--- src/hw/rtl/nds_pkg.sv ---
package nds_pkg;

  localparam int INDEX_BITS_DEF = 24;
  localparam int COORD_BITS_DEF = 48;
  localparam int FRAC_BITS_DEF  = 30;

  localparam int QUERY_BITS = 32;
  localparam int SCORE_BITS = 32;
  localparam int CFG_IDX_BITS = 3;

  localparam logic [CFG_IDX_BITS-1:0] REG_OBS_X = 3'd0;
  localparam logic [CFG_IDX_BITS-1:0] REG_OBS_Y = 3'd1;
  localparam logic [CFG_IDX_BITS-1:0] REG_OBS_Z = 3'd2;
  localparam logic [CFG_IDX_BITS-1:0] REG_QRY_X = 3'd3;
  localparam logic [CFG_IDX_BITS-1:0] REG_QRY_Y = 3'd4;
  localparam logic [CFG_IDX_BITS-1:0] REG_QRY_Z = 3'd5;

  // classification of one queued request
  typedef struct packed {
    logic entry;
    logic last;
    logic sat;
  } item_flags_t;

  // status of one emitted result
  typedef struct packed {
    logic overflow;
    logic found;
  } result_flags_t;

endpackage

--- src/hw/rtl/nds_queue.sv ---
module nds_queue import nds_pkg::*; #(
  parameter int WIDTH = 8,
  parameter int DEPTH = 2
) (
  input  logic             clk,
  input  logic             rst_n,
  input  logic             push,
  input  logic [WIDTH-1:0] wdata,
  input  logic             pop,
  output logic [WIDTH-1:0] rdata,
  output logic             full,
  output logic             empty
);

  localparam int AW = (DEPTH > 1) ? $clog2(DEPTH) : 1;

  logic [WIDTH-1:0] mem_r [DEPTH];
  logic [AW-1:0]    wp_r, rp_r;
  logic [AW:0]      cnt_r;

  assign full  = (cnt_r == (AW+1)'(DEPTH));
  assign empty = (cnt_r == '0);
  assign rdata = mem_r[rp_r];

  always_ff @(posedge clk) begin
    if (push) mem_r[wp_r] <= wdata;
  end

  always_ff @(posedge clk) begin
    if (!rst_n) begin
      wp_r  <= '0;
      rp_r  <= '0;
      cnt_r <= '0;
    end else begin
      if (push) wp_r <= (wp_r == AW'(DEPTH-1)) ? '0 : wp_r + 1'b1;
      if (pop)  rp_r <= (rp_r == AW'(DEPTH-1)) ? '0 : rp_r + 1'b1;
      cnt_r <= cnt_r + (AW+1)'(push) - (AW+1)'(pop);
    end
  end

endmodule

--- config.mk ---
export PLATFORM = sky130hd
export DESIGN_NAME = nds_queue
export DESIGN_NICKNAME = d
export VERILOG_FILES = /design/src/hw/rtl/nds_pkg.sv /design/src/hw/rtl/nds_queue.sv
export SDC_FILE = /design/constraint.sdc
export NUM_CORES = 1
export LEC_CHECK = 0
export BUFFER_PORTS_ARGS = -buffer_cell sky130_fd_sc_hd__buf_4
export CAP_MARGIN = 20
export CELL_PAD_IN_SITES_DETAIL_PLACEMENT = 1
export CELL_PAD_IN_SITES_GLOBAL_PLACEMENT = 1
export CORE_MARGIN = 2
export CORE_UTILIZATION = 36
export CTS_CLUSTER_DIAMETER = 80
export CTS_CLUSTER_SIZE = 16
export DETAILED_ROUTE_END_ITERATION = 6
export PLACE_DENSITY = 0.74
export REMOVE_ABC_BUFFERS = 1
export SLEW_MARGIN = 20
export SYNTH_ARGS = -nofsm -noshare
export SYNTH_HDL_FRONTEND = slang
export SYNTH_SLANG_ARGS = --single-unit
--- constraint.sdc ---
create_clock -name clk -period 1.29 [get_ports clk]
set_input_delay 0.0645 -clock clk [delete_from_list [all_inputs] [get_ports clk]]
set_output_delay 0.0645 -clock clk [all_outputs]
set_load 0.1 [all_outputs]
# After elaboration in Yosys (flattened, before gate mapping)
# Memories as Yosys holds them, arrays and structs flattened. A register that Yosys moved wholly into a read port is not among the register bits.
# Cells that the tools add are included.
[classes] n_addsub=4 muxes=6 n_eq_ne=1 n_reduce_logical=1
[ops] operator="1-bit two-way mux" n=6
[ops] operator="1-bit adder, second input constant" n=2
[ops] operator="2-bit by 1-bit adder with 2-bit output" n=1
[ops] operator="2-bit == test, second input constant" n=1
[ops] operator="2-bit logical NOT" n=1
[ops] operator="2-bit by 1-bit subtractor with 2-bit output" n=1
[word_totals] register_bits=4 n_memories=1 elab_cells=16 input_bits=12 mem_bits_rw=16
[mem_list] memory="mem_r" words=2 word_bits=8 read_ports=1 rd_clocked_by_memory_dff=1 wr=1 line_no="nds_queue.sv:17" text="logic [WIDTH-1:0] mem_r [DEPTH];"

# Longest topological paths before layout
[depth] depth_word=4 depth_mapped=6 mapped_depth_nobuf=6

# Worst setup path after synthesis
# Ideal clock, no wire load.
[synth_timing] path_type="register to output" startpoint="register cnt_r[1]" endpoint="output port full" setup_slack_ns=-0.480 n_path_buf=0 t_required_ns=1.226 path_stages_with_launch=2 arrival_time_ns=1.706 path_cell_list="dfxtp_1 -> nor2b_1"
[synth_between] elab_chain_len=1
[synth_rtl] item="from (decl)" line_no="nds_queue.sv:19" text="logic [AW:0] cnt_r;"
[synth_rtl] item="from (signal assigned)" line_no="nds_queue.sv:37" text="cnt_r <= cnt_r + (AW+1)'(push) - (AW+1)'(pop);"
[synth_rtl] item="2-bit == test" line_no="nds_queue.sv:21" text="assign full = (cnt_r == (AW+1)'(DEPTH));"
[synth_rtl] item="to (decl)" line_no="nds_queue.sv:11" text="output logic full,"
# Every way passes these cells.

==> results.md <==
* Status: finished with violations
* Violated checks: negative setup slack
* Number of H-tree branching levels at 1
* Critical register-to-register path endpoint: cnt_r[1]
* Post-place instance area at 1020 um^2
* CP Cell Sequence: buf_12, mux2_4, buf_12
* Die Width at 51.2 um
* Switching Power at 0.640 mW
* Routed vias/inst at 4.31
* Pin count of the biggest net entering global routing at 12
* Launching point of the worst reg2reg path: cnt_r[0]
* Tcrit/Tclk final at 1.04
* Worst hold-check path type: input pin to register
* Total of endpoints with negative setup slack in the final report at 8
* Worst Path Buf+Inv at 2
* Number of antenna violations at the first check in global routing at 0
* Design Area, Final at 1280 um^2
* Cell depth of the worst flop-to-flop path at 6
* Kind of end point of the critical path: output port
* Final hold viol count at 0
* Antenna Cells at 0
* Required time of the critical path at 1.23 ns
* Detailed-routing wirelength on met1 at 677 um
* RSZ-0062 raised after global routing: yes
* WL/cell at 15.4 um
* # clock sinks at 21
* Area fraction of the dominant cell type after synthesis at 0.600
* Leakage power summed over all cells at 0.520 nW
* Signal arrival time at the worst endpoint at 1.28 ns
* Total number of placement rows at 17
* Share of layout cells above drive strength 1 at 0.506
* Total gr overflow at 0
* Most frequent cells in the layout: sky130_fd_sc_hd__edfxtp_1 (16), sky130_fd_sc_hd__buf_4 (15), sky130_fd_sc_hd__buf_12 (9)
* Slowest stage cell on the critical path: sky130_fd_sc_hd__dfxtp_2
* Post-synthesis to final-layout area growth at 59.5%
* Cell Area, Synth at 801 um^2
* Worst slew slack as a fraction of its limit at 0.757
* Initial core utilization at 0.373
* GP Congestion at 0.607
* Worst setup slack for register-to-register paths at 0.11 ns
* Die outline height at 51.2 um
* Min-delay src: rst_n
* Clock latency of the later-clocked register in the worst-skew pair at 0.29 ns
* Routed length on met2 at 925 um
* Die Footprint at 2620 um^2
* Core region area at 2150 um^2
* Hold Path Depth at 2
* Switching portion of total power at 0.352
* Inserted Clock Buffers at 3
* Delay of the slowest cell on the worst path at 0.36 ns
* Clock-pin slew reported for the worst setup and hold paths after clock tree synthesis at 0.11 ns
* Delay-heaviest family, CP: flip-flops
* Most common library cell in the layout ignoring fill and taps: sky130_fd_sc_hd__edfxtp_1
* Port buffer count at 21
* Setup TNS at -0.345 ns
* Cell types occupying the most area after synthesis: sky130_fd_sc_hd__edfxtp_1 (60%), sky130_fd_sc_hd__dfxtp_1 (13%), sky130_fd_sc_hd__mux2_2 (11%)
* F_max at 746 MHz
* Max-slew violation total from the final report at 0
* Number of vias after detailed routing at 470
* Clock tree root buffer cell: sky130_fd_sc_hd__clkbuf_4
* Power density relative to cell area at 1420 nW/um^2
* Post-synthesis area per instance at 17.4 um^2
* Count of synthesis-stage warnings from yosys at 0
* First-pass GRT wire length at 2.50 mm
* Buffer levels on the longest clock path at 2
* Highest routed layer: met3
* Initial detailed-routing violation count at 0
* Hold Crit Endpoint: rp_r
* Transition at the pin with the smallest max-transition slack at 0.365 ns
* Final setup margin at -0.0500 ns
* Fin nets at 96
* Io pins at 22
* Number of optimization iterations in the first detailed-route pass at 1
* Library cell with the largest summed area after synthesis: sky130_fd_sc_hd__edfxtp_1
* Distinct cell type count after synthesis at 12
* Post-Route Hold Slack at 0.0107 ns
* Tmin final at 1.34 ns
* Critical path startpoint category: register
* FF+latch count, synth at 21
* Comb power frac at 0.394
* Amount of wire on met3 after detailed routing at 81 um
* PnR Total Power at 1.82 mW
* Seq/Total Area, Yosys at 0.725
* Largest vdd supply drop at 0.986 mV
* Fraction of power consumed by sequential logic at 0.443
* Clock network fraction of design power at 0.163
* Max Clock Skew at 0.00127 ns
* Estimated wirelength of the detail-placed design at 1.03 mm
* Crit path top cell by count: sky130_fd_sc_hd__buf_12
* Setup fix buffers added after clock tree synthesis at 0
* Via count of the first global-routing pass at 534
* Internal power consumption at 1.18 mW
* Biggest fanout along the worst timing path at 8
* GR Util All Layers at 0.134
* DRC violations left at 0
* Number of antenna-violating nets in the routed design at 0
* Post-Syn Instances at 46
* Type of the worst setup path: register to output port
* Max-cap violations at 0
* TritonCTS clock tree: yes
* Wire length reported by the detailed router at 1.68 mm
==> cell families after synthesis <==
group                      after synthesis  synth area share
DFF                                     21             0.725
and+or+nand+nor                          9            0.0672
muxes                                    8             0.113
buffers and inverters                    3            0.0156
xor gates and xnor gates                 2            0.0391
adders and majority gates                2            0.0312
AOI/OAI and AO/OA                        1           0.00938
==> Yosys cell counts (all sizes together) <==
cell type	instances
dfxtp	5
nor2	1
and2	4
nor2b	4
inv	2
xor2	1
edfxtp	16
xnor3	1
o21a	1
mux2	8
ha	2
buf	1
==> through the flow <==
stage | setup WS [ns] | std cells | utilization
after floorplan | -0.480 | 45 | -
after global placement | -0.0115 | 97 | 0.476
after detailed placement | -0.0890 | 97 | 0.476
after CTS | -0.0893 | 109 | 0.547
after global routing | -0.0957 | 109 | 0.595
final | -0.0500 | 109 | 0.595
==> flip-flops by register name (all words and copies together) (netlist names), named ones only <==
name   flops
rp_r       1
cnt_r      2
wp_r       1
mem_r     16
==> final cells by class <==
type / instances / area, um^2
fillers: 200 / 871
flip-flops and latches: 21 / 583
repair buffers: 32 / 373
multi-input cells: 22 / 253
well taps: 28 / 35.0
clock buffers: 4 / 26.3
inverters: 2 / 7.51
==> how the worst max path moves through the flow <==
stage / end / start / depth (start not counted)
floorplan: full / cnt_r[1] / 1
global placement: cnt_r[1] / cnt_r[0] / 6
detailed placement: cnt_r[1] / cnt_r[0] / 6
CTS: rdata[4] / register / 3
global route: rdata[1] / register / 3
finish: rdata[1] / register / 3
==> metal layers <==
layer,GRT usage,vias up
met5,0,-
met3,0.0292,0
met4,0.0405,0
met2,0.247,16
li1,-,234
met1,0.153,220
==> power by group through the flow <==
stage          combinational [mW]  sequential (mW)  clock (mW)
2_1_floorplan               0.439            0.815           0
3_3_place_gp                0.576            0.812           0
3_5_place_dp                0.586            0.817           0
4_1_cts                     0.638            0.803       0.310
5_1_grt                     0.750            0.812       0.333
6_report                    0.717            0.805       0.297
==> what timing repair did <==
| item | CTS | global route |
|---|---|---|
| resized for setup | 13 | 25 |
| pin swaps | 1 | 1 |
| hold endpoints to repair | 16 | 0 |
| endpoints found under the setup margin | 9 | 9 |
| gates cloned | 0 | 0 |
| hold buffers | 8 | 0 |
Power figures use the tool's default switching activity.
