## src/hw/rtl/nds_pkg.sv

```systemverilog
package nds_pkg;

  localparam int INDEX_BITS_DEF = 24;
  localparam int COORD_BITS_DEF = 48;
  localparam int FRAC_BITS_DEF  = 30;

  localparam int QUERY_BITS = 32;
  localparam int SCORE_BITS = 32;
  localparam int CFG_IDX_BITS = 3;

  localparam logic [CFG_IDX_BITS-1:0] REG_OBS_X = 3'd0;
  localparam logic [CFG_IDX_BITS-1:0] REG_OBS_Y = 3'd1;
  localparam logic [CFG_IDX_BITS-1:0] REG_OBS_Z = 3'd2;
  localparam logic [CFG_IDX_BITS-1:0] REG_QRY_X = 3'd3;
  localparam logic [CFG_IDX_BITS-1:0] REG_QRY_Y = 3'd4;
  localparam logic [CFG_IDX_BITS-1:0] REG_QRY_Z = 3'd5;

  // classification of one queued request
  typedef struct packed {
    logic entry;
    logic last;
    logic sat;
  } item_flags_t;

  // status of one emitted result
  typedef struct packed {
    logic overflow;
    logic found;
  } result_flags_t;

endpackage

```

## src/hw/rtl/nds_front.sv

```systemverilog
module nds_front import nds_pkg::*; #(
  parameter int INDEX_BITS = INDEX_BITS_DEF,
  parameter int COORD_BITS = COORD_BITS_DEF
) (
  input  logic                         clk,
  input  logic                         rst_n,
  input  logic                         in_valid,
  output logic                         in_ready,
  input  logic                         in_entry,
  input  logic                         in_dir_only,
  input  logic                         in_last,
  input  logic signed [COORD_BITS-1:0] pos_x,
  input  logic signed [COORD_BITS-1:0] pos_y,
  input  logic signed [COORD_BITS-1:0] pos_z,
  input  logic signed [COORD_BITS-1:0] obs_x,
  input  logic signed [COORD_BITS-1:0] obs_y,
  input  logic signed [COORD_BITS-1:0] obs_z,
  input  logic                         q_full,
  output logic                         q_push,
  output logic signed [COORD_BITS:0]   vx,
  output logic signed [COORD_BITS:0]   vy,
  output logic signed [COORD_BITS:0]   vz,
  output logic [INDEX_BITS-1:0]        idx,
  output item_flags_t                  flags
);

  logic [INDEX_BITS-1:0] cnt_r, cnt_nxt;
  logic                  sat_r, sat_nxt;
  logic                  sat_upd;
  logic                  accept;

  assign in_ready = !q_full;
  assign accept   = in_valid && !q_full;
  assign q_push   = accept;
  assign idx      = cnt_r;

  assign vx = {pos_x[COORD_BITS-1], pos_x} - (in_dir_only ? '0 : {obs_x[COORD_BITS-1], obs_x});
  assign vy = {pos_y[COORD_BITS-1], pos_y} - (in_dir_only ? '0 : {obs_y[COORD_BITS-1], obs_y});
  assign vz = {pos_z[COORD_BITS-1], pos_z} - (in_dir_only ? '0 : {obs_z[COORD_BITS-1], obs_z});

  always_comb begin
    cnt_nxt = cnt_r;
    sat_upd = sat_r;
    if (accept && in_entry) begin
      // saturate at the top index and flag it
      if (cnt_r == '1) sat_upd = 1'b1;
      else cnt_nxt = cnt_r + 1'b1;
    end
    sat_nxt     = sat_upd;
    flags.entry = in_entry;
    flags.last  = in_last;
    flags.sat   = sat_upd;
    if (accept && in_last) begin
      cnt_nxt = '0;
      sat_nxt = 1'b0;
    end
  end

  always_ff @(posedge clk) begin
    if (!rst_n) begin
      cnt_r <= '0;
      sat_r <= 1'b0;
    end else begin
      cnt_r <= cnt_nxt;
      sat_r <= sat_nxt;
    end
  end

endmodule

```

## config.mk

```make
export PLATFORM = sky130hd
export DESIGN_NAME = nds_front
export DESIGN_NICKNAME = d
export VERILOG_FILES = /design/src/hw/rtl/nds_pkg.sv /design/src/hw/rtl/nds_front.sv
export SDC_FILE = /design/constraint.sdc
export NUM_CORES = 1
export LEC_CHECK = 0
export ABC_AREA = 1
export ABC_CLOCK_PERIOD_IN_PS = 4600
export BUFFER_PORTS_ARGS = -buffer_cell sky130_fd_sc_hd__buf_2
export CORE_UTILIZATION = 30
export DETAILED_ROUTE_END_ITERATION = 6
export HOLD_SLACK_MARGIN = 0.02
export PLACE_DENSITY_LB_ADDON = 0.12
export SLEW_MARGIN = 5
export SYNTH_ARGS = -nofsm -noshare
export SYNTH_HDL_FRONTEND = slang
export SYNTH_SLANG_ARGS = --single-unit
```

## constraint.sdc

```tcl
create_clock -name clk -period 4.6 [get_ports clk]
set_input_delay 1.15 -clock clk [delete_from_list [all_inputs] [get_ports clk]]
set_output_delay 1.15 -clock clk [all_outputs]
set_load 0.005 [all_outputs]
```

---- Word level (Yosys, flattened, before mapping) ----
Cells that the tools add are included.
operators by class
  add/subtract/negate cells ............... 4
  $mul .................................... 0
  divide/modulo/power cells ............... 0
  magnitude comparators ................... 0
  equal/unequal tests ..................... 1
  shift-type cells ........................ 0
  multiplexer cells ....................... 5
  bitwise logic cells ..................... 2
  reductions and logical operators ........ 6
operators with widths
  operator                                                         count
  49-bit two-way mux                                               3
  49-bit subtractor                                                3
  24-bit by 1-bit adder with 24-bit output, second input constant  1
  24-bit == test, second input constant                            1
  1-bit logical AND                                                3
  1-bit two-way mux                                                2
  1-bit NOT                                                        2
  2-bit AND reduction                                              1
  2-bit OR reduction                                               1
  1-bit logical NOT                                                1
storage, ports and cells
  bits in registers ....................... 25
  bits in latches ......................... 0
  bits in writable memories ............... 0
  ROM bits ................................ 0
  input bits .............................. 295
  output and inout bits ................... 176
  word-level logic and storage cells ...... 20
  memories kept ........................... 0

---- Logic depth before layout (Yosys ltp) ----
Gate-level depths: netlist of run 1.
  depth in word-level cells ............... 4
  depth in mapped cells ................... 17
  gate-level depth less buffers ........... 15

---- Worst setup path before layout of run 1 ----
No wires, ideal clock.
  path type ............................... input port to output port
  from .................................... in in_dir_only
  to ...................................... out vx[36]
  data arrival time ....................... 3.070 ns
  setup slack ............................. 0.380 ns
  cell stages on the path ................. 13
  path buffers ............................ 2
  cells stage by stage .................... clkinv_1 > clkbuf_1 > clkbuf_1 > nand2_1 > ha_1 > or2_2 > and2_1 > nand3b_1 > nand3_1 > nand2_1 > nand2_1 > nand2_1 > nand2_1
between the ends
  word-level cells in the longest chain between the ends .. 2
ends and longest elaborated chain
  item                line             text
  start: declaration  nds_front.sv:10  input logic in_dir_only,
  49-bit two-way mux  nds_front.sv:37  assign vx = {pos_x[COORD_BITS-1], pos_x} - (in_dir_only ? '0 : {obs_x[COORD_BITS-1], obs_x});
  49-bit subtractor   nds_front.sv:37
  end: declaration    nds_front.sv:20  output logic signed [COORD_BITS:0] vx,
Every way passes these cells.

---- Final worst setup path of run 1 ----
  from .................................... in in_dir_only
  to ...................................... out vz[45]
between the ends
  word-level cells in the longest chain between the ends .. 2
ends and longest elaborated chain
  item                line             text
  49-bit two-way mux  nds_front.sv:39  assign vz = {pos_z[COORD_BITS-1], pos_z} - (in_dir_only ? '0 : {obs_z[COORD_BITS-1], obs_z});
  49-bit subtractor   nds_front.sv:39
  end: declaration    nds_front.sv:22  output logic signed [COORD_BITS:0] vz,
Every way passes these cells.

==> flow_summary.ini, run 1 <==
[routing]
ant_nets = 0
drt_wl_total_um = 67100
first_pass_iters = 5
drt_iter0_drc = 1112
vias_per_cell = 4.49
drc = 0
wl_per_cell_um = 14.9
via_count = 20200

[cts]
ctsHoldBuffers = 0
clk_pin_slew_ps = 70
cts.sinks = 25
cts_htree_levels = 1
clk_path_buf_depth = 2
cts_tree = yes
root_buffer = clkbuf_16
insertion_delay_ps = 260
cts_buffers = 3

[yosys]
ys_warn_count = 0
synth.distinct_cells = 33
synth_area_per_cell_um2 = 4.67
synthesis.area_um2 = 15100
synthCells = 3238
synth-seq-cells = 25
synth.net_count = 3690
yosysSeqAreaShare_pct = 3.31

[grt]
grt_overflow = 0
grt_max_degree = 55
grt_pass1_wl_um = 97600
antenna_found_initial = 4
grt_pass1_vias = 18800
grt_usage_pct = 24.3

[die]
die_area_um2 = 51300
rows = 81
io_pins = 471
fp.dieH_um = 226
die_x_um = 226
core_um2 = 49400
start_util_pct = 30.6

[worst_setup_path]
cp_common_cell = nand2_1
end_kind = output pin
slowest_delay_ps = 380
arrival_ps = 3410
critPathKind = in2out
rr_worst_depth = 9
crit_slowest_cell = ha_2
critPathBufInv = 6
path_max_fanout = 9
crit_path_start_kind = input pin
cp.required_ps = 3450
worstPathCellList = buf_2, clkinv_8, buf_12, buf_12, nand2_1, ha_2, nand2_1, nor2_2, inv_1, nor2_2, nand2_1, nor2_1, nand2_1, nand3_1, nand2_1, nand2_1, buf_2
cp.depth = 17
cpLargestDelayFamily = simple AND/OR/NAND/NOR gates
r2r-end = idx[13]
r2r-start = idx[0]
rrSetupSlack_ps = 2520

[placement]
io_buffer_count = 470
dp.final_hpwl_um = 58900
post-place-ws_ps = -111
gp_congestion = 0.975
dpl-instance-area_um2 = 19300
dp.cells = 4491

[hold_path]
whs_endpoint = sat_r
hold_depth = 2
hold_start = sat_r
hold_path.class = reg2reg

[cells_and_area]
fin_util_pct = 42.3
stdcell_area_um2 = 20900
final_nets = 4290
drive_above_1_share_pct = 24.8
areaGrowthSynthToFinish_pct = 38.3
finalNonFillerCells = 4505

[sta]
setup-tns-final_ps = 0
skew_ps = 1.99
period_needed_ps = 4560
worst_pin_slew_ps = 664
hold_viol = 0
fin_ws_ps = 37.4
grt_setup_unrepaired = true
slew_viol_final = 0
fin_crit_sh_pct = 99.2
setup_viol = 0
max-slew-margin-rel_pct = 55.7
timing.fmax_mhz = 219
hold_ws_ps = 455

[pwr]
power.density_nw_per_um2 = 151
power_leakage_nw = 12.7
vdd_drop_max_mv = 0.173
power_mw = 3.15

[flow_run]
drv_cap = 0

[outcome]
status = finished, final reports clean
==> cell families after synthesis <==
| logic type | count (synthesis) | synth area share, % |
|---|---|---|
| AOI/OAI and AO/OA | 132 | 5.10 |
| and+or+nand+nor | 2070 | 54.1 |
| xor gates and xnor gates | 89 | 5.16 |
| DFF | 25 | 3.31 |
| buffers and inverters | 765 | 19.2 |
| adders and majority gates | 157 | 13.1 |
==> per-layer routing <==
metal | part of all wire (%) | GRT usage [%] | up-vias
li1 | - | - | 10700
met1 | 48 | 33.8 | 8938
met4 | 1.1 | 3.07 | 0
met5 | 0 | 0 | -
met2 | 46 | 41.9 | 516
met3 | 4.9 | 1.28 | 41
==> report_power, final <==
group	switching, mW	total [mW]	internal [mW]
clock network	0.0821	0.201	0.119
registers	0.00132	0.218	0.217
logic	1.64	2.74	1.09
==> cells in the final DEF (no fill, tap or decap), types with 58 or more instances in the layout <==
cell	Yosys	layout
nand2_2	5	58
inv_1	736	732
ha_1	154	85
buf_4	3	138
nand3_1	134	122
buf_2	4	470
a21oi_1	91	62
nor2_2	3	93
nand2_1	1521	1467
nor2_1	322	214
xor2_1	81	80
==> synth_stat cells <==
| cell | number | area (um^2) |
|---|---|---|
| nand2_1 | 1521 | 5710 |
| inv_1 | 736 | 2760 |
| o21bai_1 | 13 | 97.6 |
| inv_2 | 4 | 15.0 |
| o21ai_1 | 1 | 5.00 |
| nor3_4 | 1 | 16.3 |
| clkbuf_1 | 15 | 56.3 |
| a21oi_1 | 91 | 455 |
| buf_6 | 2 | 22.5 |
| buf_4 | 3 | 22.5 |
| fa_1 | 3 | 60.1 |
| nor2_1 | 322 | 1210 |
| buf_2 | 4 | 20.0 |
| a31oi_1 | 2 | 12.5 |
| dfxtp_1 | 25 | 500 |
| a21o_1 | 3 | 22.5 |
| xor2_1 | 81 | 709 |
| a21oi_2 | 18 | 158 |
| nor2_4 | 2 | 22.5 |
| nor3_1 | 24 | 120 |
| nor3_2 | 2 | 20.0 |
| o21ai_0 | 4 | 20.0 |
| nand4_1 | 36 | 225 |
| ha_1 | 154 | 1930 |
| nor4_1 | 6 | 37.5 |
| and2_1 | 6 | 37.5 |
| or2_2 | 3 | 18.8 |
| nand2_2 | 5 | 31.3 |
| xnor2_1 | 8 | 70.1 |
| clkinv_1 | 1 | 3.75 |
| nand3_1 | 134 | 671 |
| nand3b_1 | 5 | 37.5 |
| nor2_2 | 3 | 18.8 |
==> sequential cells by signal, indices dropped and copies added (netlist names) <==
name,flops
idx,24
sat_r,1
==> what timing repair did <==
action	4_1_cts	5_1_grt
pin swaps	0	14
buffers inserted	0	1
resized for setup	7	322
endpoints found under the setup margin	7	96
gates cloned	0	5
==> how the worst max path moves through the flow <==
stage | startpoint | end
4_1_cts | in_dir_only | vy[41]
5_1_grt | in_dir_only | vz[45]
6_report | in_dir_only | vz[45]
3_3_place_gp | in_dir_only | vz[45]
3_5_place_dp | in_dir_only | vz[45]
2_1_floorplan | in_dir_only | vx[36]
==> worst register-to-register path, delay by kind of cell (launching register included) <==
kind | cells | cell delay, ps
AO/OA/AOI/OAI | 1 | 150
adder cells (fa/ha/maj) | 1 | 310
buffers and inverters | 1 | 80
flip-flops | 1 | 460
AND/OR/NAND/NOR | 6 | 1030
==> final cells by class <==
type | count | area (um^2)
clock buffer | 4 | 78.8
inverter | 741 | 2790
multi-input combinational | 2448 | 13100
sequential | 25 | 500
tap | 664 | 831
fill | 5869 | 28500
timing repair buffer | 619 | 3630
antenna | 4 | 10.0
No activity file was read; power rests on OpenSTA's default activity.
==> inputs of run 2 (changes only) <==
--- a/config.mk
+++ b/config.mk
@@ -11,7 +11,7 @@
 export CORE_UTILIZATION = 30
 export DETAILED_ROUTE_END_ITERATION = 6
 export HOLD_SLACK_MARGIN = 0.02
-export PLACE_DENSITY_LB_ADDON = 0.12
+export PLACE_DENSITY_LB_ADDON = 0.3
 export SLEW_MARGIN = 5
 export SYNTH_ARGS = -nofsm -noshare
 export SYNTH_HDL_FRONTEND = slang
==> run 2 against run 1 <==
Against the previous run: core utilization down 1.5 points; first-iteration DRC count up 25%; clock skew up 1.2 ps; final cell count up 0.24%; hold slack better by 3.7 ps; final area down 3.6%; critical endpoint is now vy[36]; highest routed layer is now met5.
==> flow_summary.ini, run 2 (synthesis results as in run 1) <==
[outcome]
status = finished, final reports clean

[sta]
slew_viol_final = 0
max-slew-margin-rel_pct = 34.7
worst_pin_slew_ps = 979
timing.fmax_mhz = 221
hold_ws_ps = 458
setup_viol = 0
fin_crit_sh_pct = 98.4
hold_viol = 0
grt_setup_unrepaired = true
period_needed_ps = 4530
skew_ps = 3.23

[worst_setup_path]
rr_worst_depth = 8
worstPathCellList = buf_8, clkinv_8, buf_16, buf_4, nand2_1, ha_1, nand2_1, inv_1, nand2_1, nand2_1, nand2_1, nand2_1, inv_1, nand3_1, nand2_1, nand2_1, nand2_1, nand2_1, buf_2
critPathKind = in2out
crit_slowest_cell = ha_1
cp_common_cell = nand2_1
path_max_fanout = 21
arrival_ps = 3380
slowest_delay_ps = 320
crit_path_start_kind = input pin
cp.required_ps = 3450
end_kind = output pin

[cells_and_area]
drive_above_1_share_pct = 21.1
stdcell_area_um2 = 20200
fin_util_pct = 40.8
mostFrequentLayoutCells = nand2_1, inv_1, buf_2
final_nets = 4303
mostFrequentLayoutCell = nand2_1
areaGrowthSynthToFinish_pct = 33.3
largest_register_ff_count = 24

[pwr]
vdd_drop_max_mv = 0.156
power_mw = 3.01
power_leakage_nw = 12.8
power.density_nw_per_um2 = 149

[cts]
insertion_delay_ps = 260
clk_path_buf_depth = 2
cts_tree = yes
root_buffer = clkbuf_16
cts.sinks = 25
ctsHoldBuffers = 0
cts_htree_levels = 1
cts_buffers = 3
clk_pin_slew_ps = 60

[grt]
grt_max_degree = 43
grt_pass1_vias = 18500
antenna_found_initial = 14
grt_overflow = 0
grt_usage_pct = 24.1
grt_pass1_wl_um = 96100

[die]
rows = 81
start_util_pct = 30.6
die_x_um = 226
fp.dieH_um = 226
io_pins = 471
die_area_um2 = 51300
core_um2 = 49400

[hold_path]
hold_path.class = reg2reg
hold_depth = 2

[placement]
gp_congestion = 0.984
io_buffer_count = 470
dp.final_hpwl_um = 57800
dpl-instance-area_um2 = 19400

[routing]
drt_wl_total_um = 65800
via_count = 20500
drt_iter0_drc = 1395
ant_nets = 0
drc = 0
vias_per_cell = 4.54
wl_per_cell_um = 14.6
first_pass_iters = 6

[flow_run]
drv_cap = 0
-- run 2: changes by cell type in the layout (fill, tap and decap cells not counted), moves of 14 or more --
cell	change
a21oi_1	+18
a21oi_2	-18
buf_4	+15
ha_1	+35
ha_4	-31
nand2_1	+32
nand2_2	-31
nor2_1	+56
nor2_2	-42
nor2_4	-14
-- run 2: where the power goes --
| group | switching, mW | internal (mW) | total [mW] |
|---|---|---|---|
| sequential | 0.00138 | 0.217 | 0.219 |
| combinational | 1.56 | 1.03 | 2.59 |
| clock | 0.0799 | 0.119 | 0.199 |
| total | 1.64 | 1.36 | 3.01 |
-- run 2: final timing paths --
path | startpoint | slack [ps] | endpoint
max reg2reg | idx[0] | 2360 | idx[5]
min reg2reg | idx[20] | 460 | idx[20]
max | in_dir_only | 70 | vy[36]
min | idx[20] | 460 | idx[20]
-- run 2: routing by layer --
layer | vias to the layer above | track usage, % | wire, um
met5 | - | 0 | 108
met4 | 18 | 4.75 | 1630
met3 | 103 | 3.50 | 4540
met2 | 688 | 43.5 | 31100
met1 | 8906 | 30.2 | 28500
li1 | 10800 | - | -
-- run 2: per-stage QoR --
stage | setup slack [ps] | TNS (ps) | std cells
after floorplan | 380 | 0 | 3238
after global placement | -146 | -463 | 4504
after detailed placement | -114 | -381 | 4504
after CTS | -17.4 | -34.2 | 4509
after global routing | -47.1 | -98.1 | 4516
final | 74.2 | 0 | 4516
-- run 2: critical path, delay by kind of cell --
| kind | cells | cell delay (ps) |
|---|---|---|
| AND/OR/NAND/NOR | 11 | 1070 |
| buffers and inverters | 7 | 800 |
| adder cells (fa/ha/maj) | 1 | 320 |
-- run 2: cell type report --
| cell class | count | area, um^2 |
|---|---|---|
| diodes | 2 | 5.00 |
| well taps | 664 | 831 |
| repair buffers | 631 | 3690 |
| multi-input cells | 2448 | 12200 |
| inverters | 741 | 2790 |
| repair inverters | 1 | 11.3 |
| fillers | 5801 | 29200 |
| clock buffers | 4 | 78.8 |
| flip-flops and latches | 25 | 500 |
-- run 2: timing repair --
action,in CTS,in global routing
endpoints found under the setup margin,11,104
setup buffers,0,1
endpoints found under the hold margin,0,0
pin swaps,0,4
gates resized for setup,18,137
gates cloned,1,4
